`src/rtl/core/afc_pkg.sv`:
```
// Shared types and constants for the audio format converter.
package afc_pkg;

    // Configuration port geometry
    localparam int ADDR_W    = 5;
    localparam int REG_IDX_W = 3;
    localparam int DATA_W    = 32;
    localparam int STEP_W    = 21;

    // Register indexes
    localparam logic [REG_IDX_W-1:0] REG_IN_STEREO  = 3'd0;
    localparam logic [REG_IDX_W-1:0] REG_OUT_STEREO = 3'd1;
    localparam logic [REG_IDX_W-1:0] REG_IN_16BIT   = 3'd2;
    localparam logic [REG_IDX_W-1:0] REG_OUT_16BIT  = 3'd3;
    localparam logic [REG_IDX_W-1:0] REG_RATE_STEP  = 3'd4;
    localparam logic [REG_IDX_W-1:0] REG_MUTE       = 3'd5;

    localparam logic [STEP_W-1:0] RATE_STEP_RESET = 21'd65536;

    // Results per item, and the counter that holds that count
    localparam int RESULT_LIMIT = 16;
    localparam int CNT_W        = 5;

    // Sample constants: sign flips (32768, 128) and silence levels (128 for 8-bit, 0 for 16-bit)
    localparam logic [15:0] SIGN_FLIP  = 16'h8000;
    localparam logic [7:0]  BYTE_FLIP  = 8'h80;
    localparam logic [15:0] SILENCE_8  = 16'd128;
    localparam logic [15:0] SILENCE_16 = 16'd0;

    typedef struct packed {
        logic [15:0] in_a;
        logic [15:0] in_b;
        logic        last_frame;
    } t_in_item;

    typedef struct packed {
        logic [15:0] out_a;
        logic [15:0] out_b;
        logic        sample_valid;
        logic        end_of_buffer;
    } t_out_item;

    typedef struct packed {
        logic              in_stereo;
        logic              out_stereo;
        logic              in_16bit;
        logic              out_16bit;
        logic [STEP_W-1:0] rate_step;
        logic              mute_enable;
    } t_cfg;

    // Lane control from the sequencer
    typedef struct packed {
        logic load;       // capture the current frame
        logic load_prev;  // also take it as the previous frame
        logic commit;     // current frame becomes the previous frame
    } t_lane_ctrl;

    // Side band that travels with the lane products
    typedef struct packed {
        logic valid;
        logic sample;
        logic eob;
    } t_side;

endpackage

```
`src/rtl/core/afc_stream_if.sv`:
```
// Valid/ready stream channel carrying one item payload.
interface afc_stream_if #(
    parameter type T = logic
);
    logic valid;
    logic ready;
    T     payload;

    modport source (output valid, output payload, input ready);
    modport sink   (input valid, input payload, output ready);
endinterface

```
`src/rtl/core/afc_lane.sv`:
```
// One channel lane: depth conversion, frame hold and linear interpolation.
module afc_lane #(
    parameter int FRAC_BITS = 16
) (
    input  logic                  i_clk,
    input  afc_pkg::t_cfg         i_cfg,
    input  afc_pkg::t_lane_ctrl   i_ctrl,
    input  logic                  i_en,
    input  logic signed [15:0]    i_sample,
    input  logic [FRAC_BITS-1:0]  i_frac,
    output logic [15:0]           o_value
);
    localparam int PRW = 17 + FRAC_BITS + 1;

    logic signed [15:0]     r_cur;
    logic signed [15:0]     r_prev;
    logic signed [15:0]     r_p;
    logic signed [PRW-1:0]  r_prod;
    logic signed [15:0]     w_conv;
    logic signed [16:0]     w_diff;
    logic signed [PRW-1:0]  w_prod;
    logic signed [PRW-1:0]  w_num;
    logic signed [PRW-1:0]  w_q;
    logic                   w_round;

    // Convert sample depth: 8->16 is s*256-32768, 16->8 is (s+32768)/256
    always_comb begin
        if (i_cfg.in_16bit == i_cfg.out_16bit) begin
            w_conv = i_sample;
        end else if (i_cfg.out_16bit) begin
            w_conv = $signed({i_sample[7:0], 8'h00} ^ afc_pkg::SIGN_FLIP);
        end else begin
            w_conv = $signed({8'h00, i_sample[15:8] ^ afc_pkg::BYTE_FLIP});
        end
    end

    // Hold current and previous frame
    always_ff @(posedge i_clk) begin
        if (i_ctrl.load) begin
            r_cur <= w_conv;
        end
        if (i_ctrl.load && i_ctrl.load_prev) begin
            r_prev <= w_conv;
        end else if (i_ctrl.commit) begin
            r_prev <= r_cur;
        end
    end

    // Multiply the frame difference by the phase fraction
    assign w_diff = 17'(r_cur) - 17'(r_prev);
    assign w_prod = PRW'(w_diff) * PRW'($signed({1'b0, i_frac}));

    always_ff @(posedge i_clk) begin
        if (i_en) begin
            r_p    <= r_prev;
            r_prod <= w_prod;
        end
    end

    // Add the base and scale down, truncating toward zero
    assign w_num   = (PRW'(r_p) <<< FRAC_BITS) + r_prod;
    assign w_q     = w_num >>> FRAC_BITS;
    assign w_round = w_num[PRW-1] && (|w_num[FRAC_BITS-1:0]);
    assign o_value = w_q[15:0] + 16'(w_round);

endmodule

```
`src/rtl/core/afc_merge.sv`:
```
// Merge stage: combines both lanes into one result item and holds it.
module afc_merge (
    input  logic                i_clk,
    input  logic                i_rst_n,
    input  afc_pkg::t_cfg       i_cfg,
    input  afc_pkg::t_side      i_side,
    input  logic [15:0]         i_left,
    input  logic [15:0]         i_right,
    output logic                o_en,
    afc_stream_if.source        o_out
);
    logic                r_out_valid;
    afc_pkg::t_out_item  r_out;
    afc_pkg::t_out_item  w_fmt;
    logic [15:0]         w_silence;

    // Advance whenever the output register is free or being drained
    assign o_en = !r_out_valid || o_out.ready;

    // Apply mute, mono output and end marker formatting
    always_comb begin
        w_silence = i_cfg.out_16bit ? afc_pkg::SILENCE_16 : afc_pkg::SILENCE_8;
        w_fmt.out_a         = i_left;
        w_fmt.out_b         = i_right;
        w_fmt.sample_valid  = i_side.sample;
        w_fmt.end_of_buffer = i_side.eob;
        if (i_side.sample && i_cfg.mute_enable) begin
            w_fmt.out_a = w_silence;
            w_fmt.out_b = w_silence;
        end
        if (!i_side.sample || !i_cfg.out_stereo) begin
            w_fmt.out_b = '0;
        end
        if (!i_side.sample) begin
            w_fmt.out_a = '0;
        end
    end

    // Hold the result item until taken
    always_ff @(posedge i_clk) begin
        if (!i_rst_n) begin
            r_out_valid <= 1'b0;
        end else if (o_en) begin
            r_out_valid <= i_side.valid;
        end
    end

    always_ff @(posedge i_clk) begin
        if (o_en) begin
            r_out <= w_fmt;
        end
    end

    assign o_out.valid   = r_out_valid;
    assign o_out.payload = r_out;

endmodule

```
`src/rtl/core/audio_format_converter.sv`:
```
// Top level: register port, channel mixing, result sequencer, lanes and merge.
//
// Audio format converter with linear-interpolation resampling. Each input item
// is one frame; it is mixed to the output channel count, converted to the
// output depth in two channel lanes, and resampled against the previous frame
// by a phase that advances by rate_step, raised to at least 1/MAX_UPSAMPLE of a
// frame (FRAC_BITS fraction bits), per result. The sequencer takes one frame at
// a time and emits one result per cycle while the output is not stalled: an
// item is taken in the idle state, then each pass issues its results and
// closes (the interpolation pass, and the hold pass on a last frame; a first
// frame that is not last has none), at most 16 results per frame. Issued
// results pass through the lane product register, then the output register. A
// stalled output stalls the sequencer; configuration may be written only while
// the block is idle.
module audio_format_converter #(
    parameter int FRAC_BITS    = 16,
    parameter int MAX_UPSAMPLE = 8
) (
    input  logic                        i_clk,
    input  logic                        i_rst_n,
    input  logic                        psel,
    input  logic                        penable,
    input  logic                        pwrite,
    input  logic [afc_pkg::ADDR_W-1:0]  paddr,
    input  logic [afc_pkg::DATA_W-1:0]  pwdata,
    output logic [afc_pkg::DATA_W-1:0]  prdata,
    output logic                        pready,
    afc_stream_if.sink                  i_in,
    afc_stream_if.source                o_out
);
    localparam int PW = ((FRAC_BITS + 1 > afc_pkg::STEP_W) ? FRAC_BITS + 1
                                                            : afc_pkg::STEP_W) + 1;
    localparam int KW = $clog2(MAX_UPSAMPLE + 1);
    localparam int MIN_STEP_I = ((1 << FRAC_BITS) + MAX_UPSAMPLE - 1) / MAX_UPSAMPLE;
    localparam logic [PW-1:0] ONE      = PW'(1) << FRAC_BITS;
    localparam logic [PW-1:0] TWO_ONE  = PW'(1) << (FRAC_BITS + 1);
    localparam logic [PW-1:0] MIN_STEP = PW'(MIN_STEP_I);
    localparam logic [KW-1:0] K_MAX    = KW'(MAX_UPSAMPLE);
    localparam logic [afc_pkg::CNT_W-1:0] N_LIMIT = afc_pkg::CNT_W'(afc_pkg::RESULT_LIMIT);

    localparam logic [1:0] S_IDLE   = 2'd0;
    localparam logic [1:0] S_INTERP = 2'd1;
    localparam logic [1:0] S_TAIL   = 2'd2;

    // Configuration registers
    logic                              r_in_stereo;
    logic                              r_out_stereo;
    logic                              r_in_16bit;
    logic                              r_out_16bit;
    logic [afc_pkg::STEP_W-1:0]        r_rate_step;
    logic                              r_mute;
    logic [afc_pkg::REG_IDX_W-1:0]     w_idx;
    logic                              w_wr;
    afc_pkg::t_cfg                     w_cfg;

    // Sequencer state
    logic [1:0]                        r_state, n_state;
    logic [PW-1:0]                     r_phase, n_phase;
    logic [KW-1:0]                     r_k, n_k;
    logic [afc_pkg::CNT_W-1:0]         r_n, n_n;
    logic                              r_have_prev, n_have_prev;
    logic                              r_last, n_last;
    afc_pkg::t_side                    r_s1;

    logic                              w_acc;
    logic                              w_en;
    logic                              w_cont;
    logic                              w_stop1;
    logic                              w_tail_empty;
    logic [PW-1:0]                     w_step;
    logic [PW-1:0]                     w_p1;
    logic [KW-1:0]                     w_k1;
    logic [afc_pkg::CNT_W-1:0]         w_n1;
    logic                              w_issue;
    logic                              w_iss_sample;
    logic                              w_iss_eob;
    afc_pkg::t_lane_ctrl               w_ctrl;

    // Channel mixing
    logic signed [15:0]                w_a16;
    logic signed [15:0]                w_b16;
    logic signed [16:0]                w_sum;
    logic signed [16:0]                w_half;
    logic signed [16:0]                w_avg;
    logic signed [15:0]                w_mix_a;
    logic signed [15:0]                w_mix_b;
    logic [15:0]                       w_left;
    logic [15:0]                       w_right;

    // Register port
    assign pready = 1'b1;
    assign w_idx  = paddr[afc_pkg::ADDR_W-1:2];
    assign w_wr   = psel && penable && pwrite;

    always_ff @(posedge i_clk) begin
        if (!i_rst_n) begin
            r_in_stereo  <= 1'b0;
            r_out_stereo <= 1'b0;
            r_in_16bit   <= 1'b0;
            r_out_16bit  <= 1'b0;
            r_rate_step  <= afc_pkg::RATE_STEP_RESET;
            r_mute       <= 1'b0;
        end else if (w_wr) begin
            unique case (w_idx)
                afc_pkg::REG_IN_STEREO:  r_in_stereo  <= pwdata[0];
                afc_pkg::REG_OUT_STEREO: r_out_stereo <= pwdata[0];
                afc_pkg::REG_IN_16BIT:   r_in_16bit   <= pwdata[0];
                afc_pkg::REG_OUT_16BIT:  r_out_16bit  <= pwdata[0];
                afc_pkg::REG_RATE_STEP:  r_rate_step  <= pwdata[afc_pkg::STEP_W-1:0];
                afc_pkg::REG_MUTE:       r_mute       <= pwdata[0];
                default: ;
            endcase
        end
    end

    // Read back
    always_comb begin
        unique case (w_idx)
            afc_pkg::REG_IN_STEREO:  prdata = afc_pkg::DATA_W'(r_in_stereo);
            afc_pkg::REG_OUT_STEREO: prdata = afc_pkg::DATA_W'(r_out_stereo);
            afc_pkg::REG_IN_16BIT:   prdata = afc_pkg::DATA_W'(r_in_16bit);
            afc_pkg::REG_OUT_16BIT:  prdata = afc_pkg::DATA_W'(r_out_16bit);
            afc_pkg::REG_RATE_STEP:  prdata = afc_pkg::DATA_W'(r_rate_step);
            afc_pkg::REG_MUTE:       prdata = afc_pkg::DATA_W'(r_mute);
            default:                 prdata = '0;
        endcase
    end

    assign w_cfg = '{in_stereo:   r_in_stereo,
                     out_stereo:  r_out_stereo,
                     in_16bit:    r_in_16bit,
                     out_16bit:   r_out_16bit,
                     rate_step:   r_rate_step,
                     mute_enable: r_mute};

    // Decode source samples and mix channels (average truncates toward zero)
    assign w_a16 = r_in_16bit ? $signed(i_in.payload.in_a)
                              : $signed({8'h00, i_in.payload.in_a[7:0]});
    assign w_b16 = r_in_16bit ? $signed(i_in.payload.in_b)
                              : $signed({8'h00, i_in.payload.in_b[7:0]});
    assign w_sum  = 17'(w_a16) + 17'(w_b16);
    assign w_half = w_sum >>> 1;
    assign w_avg  = w_half + 17'(w_sum[16] & w_sum[0]);

    always_comb begin
        if (!r_in_stereo) begin
            w_mix_a = w_a16;
            w_mix_b = w_a16;
        end else if (!r_out_stereo) begin
            w_mix_a = w_avg[15:0];
            w_mix_b = w_avg[15:0];
        end else begin
            w_mix_a = w_a16;
            w_mix_b = w_b16;
        end
    end

    // Step clamp and one-result lookahead
    assign w_step = ({{(PW - afc_pkg::STEP_W){1'b0}}, r_rate_step} < MIN_STEP)
                  ? MIN_STEP : {{(PW - afc_pkg::STEP_W){1'b0}}, r_rate_step};
    assign w_p1   = r_phase + w_step;
    assign w_k1   = r_k + KW'(1);
    assign w_n1   = r_n + afc_pkg::CNT_W'(1);
    assign w_cont = (r_k < K_MAX) && (r_phase < ONE) && (r_n < N_LIMIT);
    assign w_stop1      = (w_k1 >= K_MAX) || (w_p1 >= ONE) || (w_n1 >= N_LIMIT);
    assign w_tail_empty = (w_n1 >= N_LIMIT) || (w_p1 >= TWO_ONE);

    assign i_in.ready = (r_state == S_IDLE);
    assign w_acc      = i_in.valid && i_in.ready;

    // Result sequencer
    always_comb begin
        n_state      = r_state;
        n_phase      = r_phase;
        n_k          = r_k;
        n_n          = r_n;
        n_have_prev  = r_have_prev;
        n_last       = r_last;
        w_issue      = 1'b0;
        w_iss_sample = 1'b0;
        w_iss_eob    = 1'b0;
        w_ctrl       = '0;
        unique case (r_state)
            S_IDLE: begin
                if (w_acc) begin
                    w_ctrl.load      = 1'b1;
                    w_ctrl.load_prev = !r_have_prev;
                    n_have_prev      = 1'b1;
                    n_last           = i_in.payload.last_frame;
                    n_k              = '0;
                    n_n              = '0;
                    if (r_have_prev) begin
                        n_state = S_INTERP;
                    end else if (i_in.payload.last_frame) begin
                        n_state = S_TAIL;
                    end
                end
            end
            S_INTERP: begin
                if (w_cont) begin
                    if (w_en) begin
                        w_issue      = 1'b1;
                        w_iss_sample = 1'b1;
                        w_iss_eob    = r_last && w_stop1 && w_tail_empty;
                        n_phase      = w_p1;
                        n_k          = w_k1;
                        n_n          = w_n1;
                    end
                end else begin
                    // Wrap the phase onto the new frame and drop the old one
                    n_phase       = (r_phase >= ONE) ? (r_phase - ONE) : '0;
                    w_ctrl.commit = 1'b1;
                    n_k           = '0;
                    n_state       = r_last ? S_TAIL : S_IDLE;
                end
            end
            S_TAIL: begin
                if (w_cont) begin
                    if (w_en) begin
                        w_issue      = 1'b1;
                        w_iss_sample = 1'b1;
                        w_iss_eob    = w_stop1;
                        n_phase      = w_p1;
                        n_k          = w_k1;
                        n_n          = w_n1;
                    end
                end else if (r_n != '0 || w_en) begin
                    // Send a bare end marker if nothing came out, then restart
                    w_issue     = (r_n == '0);
                    w_iss_eob   = (r_n == '0);
                    n_phase     = '0;
                    n_have_prev = 1'b0;
                    n_state     = S_IDLE;
                end
            end
            default: begin
                n_state = S_IDLE;
            end
        endcase
    end

    always_ff @(posedge i_clk) begin
        if (!i_rst_n) begin
            r_state     <= S_IDLE;
            r_phase     <= '0;
            r_k         <= '0;
            r_n         <= '0;
            r_have_prev <= 1'b0;
            r_last      <= 1'b0;
            r_s1        <= '0;
        end else begin
            r_state     <= n_state;
            r_phase     <= n_phase;
            r_k         <= n_k;
            r_n         <= n_n;
            r_have_prev <= n_have_prev;
            r_last      <= n_last;
            if (w_en) begin
                r_s1 <= '{valid: w_issue, sample: w_iss_sample, eob: w_iss_eob};
            end
        end
    end

    // Channel lanes
    afc_lane #(.FRAC_BITS(FRAC_BITS)) u_lane_left (
        .i_clk    (i_clk),
        .i_cfg    (w_cfg),
        .i_ctrl   (w_ctrl),
        .i_en     (w_en),
        .i_sample (w_mix_a),
        .i_frac   (r_phase[FRAC_BITS-1:0]),
        .o_value  (w_left)
    );

    afc_lane #(.FRAC_BITS(FRAC_BITS)) u_lane_right (
        .i_clk    (i_clk),
        .i_cfg    (w_cfg),
        .i_ctrl   (w_ctrl),
        .i_en     (w_en),
        .i_sample (w_mix_b),
        .i_frac   (r_phase[FRAC_BITS-1:0]),
        .o_value  (w_right)
    );

    // Merge lanes into the output item
    afc_merge u_merge (
        .i_clk   (i_clk),
        .i_rst_n (i_rst_n),
        .i_cfg   (w_cfg),
        .i_side  (r_s1),
        .i_left  (w_left),
        .i_right (w_right),
        .o_en    (w_en),
        .o_out   (o_out)
    );

`ifndef ASSERT_OFF
    a_result_limit: assert property (@(posedge i_clk) disable iff (!i_rst_n)
        r_n <= N_LIMIT)
        else $error("result count exceeds limit");

    a_phase_range: assert property (@(posedge i_clk) disable iff (!i_rst_n)
        (w_issue && w_iss_sample) |-> (r_phase < ONE) && (r_k < K_MAX))
        else $error("sample issued outside the interpolation window");

    a_bare_marker: assert property (@(posedge i_clk) disable iff (!i_rst_n)
        (w_issue && !w_iss_sample) |-> w_iss_eob && (r_n == '0) && (r_state == S_TAIL))
        else $error("bare marker issued after samples");

    a_eob_last: assert property (@(posedge i_clk) disable iff (!i_rst_n)
        (w_issue && w_iss_eob) |-> r_last)
        else $error("end of buffer on a frame that is not last");
`endif

endmodule

```
`src/flat_wrapper.sv`:
```
// flat-port wrapper written by rule: the top's interface ports become plain ports
module audio_format_converter_flat import afc_pkg::*;
#(
    parameter int FRAC_BITS    = 16,
    parameter int MAX_UPSAMPLE = 8
)
  (i_clk, i_rst_n, psel, penable, pwrite, paddr, pwdata, prdata, pready, i_in_valid, i_in_payload, i_in_ready, o_out_valid, o_out_payload, o_out_ready);
  afc_stream_if #(.T(t_in_item)) i_in_i ();
  afc_stream_if #(.T(t_out_item)) o_out_i ();
  input  logic i_clk;
  input  logic i_rst_n;
  input  logic psel;
  input  logic penable;
  input  logic pwrite;
  input  logic [afc_pkg::ADDR_W-1:0] paddr;
  input  logic [afc_pkg::DATA_W-1:0] pwdata;
  output logic [afc_pkg::DATA_W-1:0] prdata;
  output logic pready;
  input wire logic [$bits(i_in_i.valid)-1:0] i_in_valid;
  input wire logic [$bits(i_in_i.payload)-1:0] i_in_payload;
  output wire logic [$bits(i_in_i.ready)-1:0] i_in_ready;
  output wire logic [$bits(o_out_i.valid)-1:0] o_out_valid;
  output wire logic [$bits(o_out_i.payload)-1:0] o_out_payload;
  input wire logic [$bits(o_out_i.ready)-1:0] o_out_ready;
  assign i_in_i.valid = i_in_valid;
  assign i_in_i.payload = i_in_payload;
  assign i_in_ready = i_in_i.ready;
  assign o_out_valid = o_out_i.valid;
  assign o_out_payload = o_out_i.payload;
  assign o_out_i.ready = o_out_ready;
  audio_format_converter #(.FRAC_BITS(FRAC_BITS), .MAX_UPSAMPLE(MAX_UPSAMPLE)) u_core (.i_clk(i_clk), .i_rst_n(i_rst_n), .psel(psel), .penable(penable), .pwrite(pwrite), .paddr(paddr), .pwdata(pwdata), .prdata(prdata), .pready(pready), .i_in(i_in_i), .o_out(o_out_i));
endmodule
```
`config.mk`:
```
export PLATFORM = sky130hd
export DESIGN_NAME = audio_format_converter_flat
export DESIGN_NICKNAME = d
export VERILOG_FILES = /design/src/rtl/core/afc_pkg.sv /design/src/rtl/core/afc_stream_if.sv /design/src/rtl/core/afc_lane.sv /design/src/rtl/core/afc_merge.sv /design/src/rtl/core/audio_format_converter.sv /design/src/flat_wrapper.sv
export SDC_FILE = /design/constraint.sdc
export NUM_CORES = 2
export LEC_CHECK = 0
export BUFFER_PORTS_ARGS = -buffer_cell sky130_fd_sc_hd__clkbuf_2
export CAP_MARGIN = 10
export CORE_MARGIN = 2
export CORE_UTILIZATION = 51
export DETAILED_ROUTE_END_ITERATION = 6
export GPL_TIMING_DRIVEN = 0
export PLACE_DENSITY = 0.65
export SYNTH_ARGS = -nofsm -noshare
export SYNTH_HDL_FRONTEND = slang
export SYNTH_SLANG_ARGS = --single-unit
```
`constraint.sdc`:
```
create_clock -name i_clk -period 20.5 [get_ports i_clk]
set_clock_uncertainty 0.05 [all_clocks]
set_input_delay 0 -clock i_clk [delete_from_list [all_inputs] [get_ports i_clk]]
set_output_delay 0 -clock i_clk [all_outputs]
set_load 0.03 [all_outputs]
```
==> impl_metrics.yaml <==
worst_setup_path:
  cp_data_required_time_ps: 20730
  end_kind: "flop"
  path_common_cell: "fa_1"
  path_max_fanout: 10
  reg2regPathDepth: 33
  max_stage_delay_ps: 1060
  cpMaxStageDelayCell: "a211oi_1"
  cp_top_family: "adder cells"
  worstPathArrival_ps: 11090
  crit_type: "flop to flop"
  start_kind: "flop"
  critPathBufInv: 6
  cp.depth: 33
pwr:
  p_sw_share_pct: 51.3
  p_leak_nw: 21.0
  p_clk_share_pct: 20.1
  powerDensity_nw_per_um2: 68.1
  peakVddDrop_v: 0.0000796
  internal_power_w: 0.00143
  switchingPower_w: 0.00151
  power.share.sequential_pct: 26.4
  share_comb_of_total_power_pct: 53.5
logic_synthesis:
  yosys-top-cells-area: "fa_1, edfxtp_1, ha_1"
  netlist_instances: 4440
  async_reset_ff_share_pct: 0
  ys_ff_latch: 263
  synth_flop_cell: "edfxtp_1"
  netlist_area_sq_um: 39700
  ys_seq_area_share_pct: 18.3
  avgSynthCellArea_sq_um: 8.94
  synth_top_area_share_pct: 27.8
  ys_warn_count: 0
  synth_cell_types: 106
  yosysTopAreaCell: "fa_1"
  synth_edf_count: 198
floorplanning:
  fp.dieArea_sq_um: 80100
  num_io_pins: 146
  chipHeight_um: 283
  start_util_pct: 51.4
  core-area_sq_um: 77200
  rows: 102
  die_w_um: 283
placement:
  portBuffers: 119
  dp_slack_ps: 9970
  placed_area_sq_um: 41700
  place_hpwl_um: 98600
  place.gp.congestion: 1.00
cells_and_area:
  drive_gt1_share_pct: 5.45
  design_area_sq_um: 43200
  area_growth_pct: 8.81
  antenna_cells: 0
  layout.nets: 5571
global_route:
  grt_usage_pct: 30.7
  grt_pass1_vias: 32764
  grt_pass1_wl_um: 189000
  overflow: 0
  grt_antenna_before_repair: 2
  grt_max_degree: 81
sta:
  slew_headroom_pct: 5.79
  final.setup.tns_ps: 0
  drv_slew: 0
  tightest_slew_ps: 1400
  final_critical_path_setup_slack_ps: 9630
  finalSetupViolations: 0
  max_freq_mhz: 92.0
  hold_viol: 0
  period_needed_ps: 10870
  rsz0062_at_grt: "false"
  period_share_pct: 53.0
clocking:
  htree_levels: 2
  numCtsBuffers: 35
  postCtsSetupBuffers: 0
  cts_root_buf: "clkbuf_16"
  clock_path_buffers: 3
  clk_pin_slew_ps: 50
  clock_sink_count: 263
  tritoncts: "done"
  clk_latency_ps: 590
drt:
  drt_wl_total_um: 123000
  drc: 1
  num_vias: 32866
  firstDrtPassIters: 7
  antenna_left: 0
  routed_via_density: 5.75
  first_iter_violations: 3155
  wl_per_cell_um: 21.4
flow_run:
  timing.max_cap.violations: 0
status:
  outcome: "complete, but fails checks"
  violations: "design-rule violations"
worst_hold_path:
  holdPathStages: 6
  hold_class: "input port to flop"
[through the flow]
step / util [%] / power [W] / cells / hold WS (ps)
4_1_cts: 56.0 / 0.00290 / 5715 / 0.101
6_report: 56.0 / 0.00294 / 5715 / 22.0
3_3_place_gp: 53.9 / 0.00227 / 5609 / 184
5_1_grt: 56.0 / 0.00309 / 5715 / 73.6
3_5_place_dp: 54.0 / 0.00229 / 5613 / 184
2_1_floorplan: - / 0.00168 / 4450 / 21.8
[tightest hold or removal path: stages]
cell	delay [ps]
clkbuf_2	80
nand3_1	180
nor2_1	90
nand2_1	90
mux2i_1	80
nor2_1	80
[power groups by stage]
stage          Combinational (W)  Sequential [W]  Clock (W)
2_1_floorplan           0.000914        0.000769          0
3_3_place_gp             0.00148        0.000790          0
3_5_place_dp             0.00151        0.000789          0
4_1_cts                  0.00152        0.000779   0.000606
5_1_grt                  0.00168        0.000786   0.000623
6_report                 0.00157        0.000778   0.000591
[flip-flops by register name, summed over array words and instances, names as in the netlist, 2 cells and up]
name	cells
u_core.u_lane_left.r_prod	34
u_core.r_n	5
u_core.u_lane_left.r_prev	16
u_core.u_lane_right.r_prev	16
u_core.r_s1	3
u_core.u_lane_right.r_prod	34
u_core.u_lane_right.r_cur	16
u_core.r_rate_step	21
u_core.u_lane_right.r_p	16
u_core.r_state	2
u_core.r_phase	22
u_core.u_merge.o_out.payload	34
u_core.r_k	4
u_core.u_lane_left.r_cur	16
u_core.u_lane_left.r_p	16
[final timing paths]
check / start / end / slack (ps)
worst max-delay path: u_core.u_lane_left.r_prev[0] / u_core.u_lane_left.r_prod[32] / 9630
worst min register to register: u_core.u_lane_right.r_prev[10] / u_core.u_lane_right.r_p[10] / 400
worst min-delay path: pwrite / u_core.r_in_stereo / 20
worst max register to register: u_core.u_lane_left.r_prev[0] / u_core.u_lane_left.r_prod[32] / 9630
[area by class of cell]
class / instances / area (sq um)
Clock inverter: 14 / 141
Buffer: 223 / 883
Multi-Input combinational cell: 3166 / 28600
Fill cell: 7208 / 34000
Tap cell: 1040 / 1300
Sequential cell: 263 / 7250
Timing Repair Buffer: 163 / 1070
Inverter: 798 / 3000
Clock buffer: 48 / 945
[cells in the mapped netlist, types with 20 or more instances]
cell,number
inv_1,795
o21ai_0,119
xor2_1,50
a22oi_1,22
a211oi_1,32
o31ai_1,21
dfxtp_1,65
clkbuf_1,201
xnor2_1,122
nand2b_1,33
a21oi_1,156
edfxtp_1,198
nor2b_1,55
and2_1,219
ha_1,292
a21o_1,69
fa_1,552
a311oi_1,22
nand2_1,430
o311ai_0,30
nor3_1,56
nand3_1,119
or3_1,20
nor2_1,240
and3_1,103
o211ai_1,34
nor4_1,28
a31oi_1,27
[what timing repair did]
action,in CTS,in global routing
endpoints found under the hold margin,50,0
hold buffers,40,0
endpoints found under the setup margin,0,0
resized for setup,0,0
[cell usage in the layout, fill, tap and decap left out, types with 32 or more instances in the layout]
cell type	netlist	routed
nand3_1	119	119
clkbuf_2	0	119
and3_1	103	103
a21oi_1	156	156
o21ai_0	119	119
a211oi_1	32	32
clkbuf_16	0	35
fa_1	552	552
nor3_1	56	56
dfxtp_1	65	65
nor2_1	240	240
nand2_1	430	429
ha_1	292	292
o211ai_1	34	34
xnor2_1	122	122
dlygate4sd3_1	0	40
nand2b_1	33	33
xor2_1	50	50
a21o_1	69	69
edfxtp_1	198	198
nor2b_1	55	55
clkbuf_1	201	212
inv_1	795	794
and2_1	219	219
[metal layers]
metal	track usage (%)	part of all wire (%)	vias up
met5	0	0	-
met4	12.8	4.7	0
met3	4.76	7.8	296
met2	49.8	46	1262
met1	41.0	42	16321
li1	-	-	14987
[logic make-up (layout without fill, tap and decap cells)]
group | count (synthesis) | in the layout | share of synthesized area, %
buffers and inverters | 1021 | 1246 | 9.77
DFF | 263 | 263 | 18.3
adders and majority gates | 854 | 854 | 37.3
other | 2 | 12 | 0.0189
xor gates and xnor gates | 174 | 174 | 3.90
and+or+nand+nor | 1376 | 1376 | 17.2
muxes | 35 | 35 | 1.07
AOI/OAI and AO/OA | 715 | 715 | 12.5
Note: power is estimated with default switching activity, not from simulation.
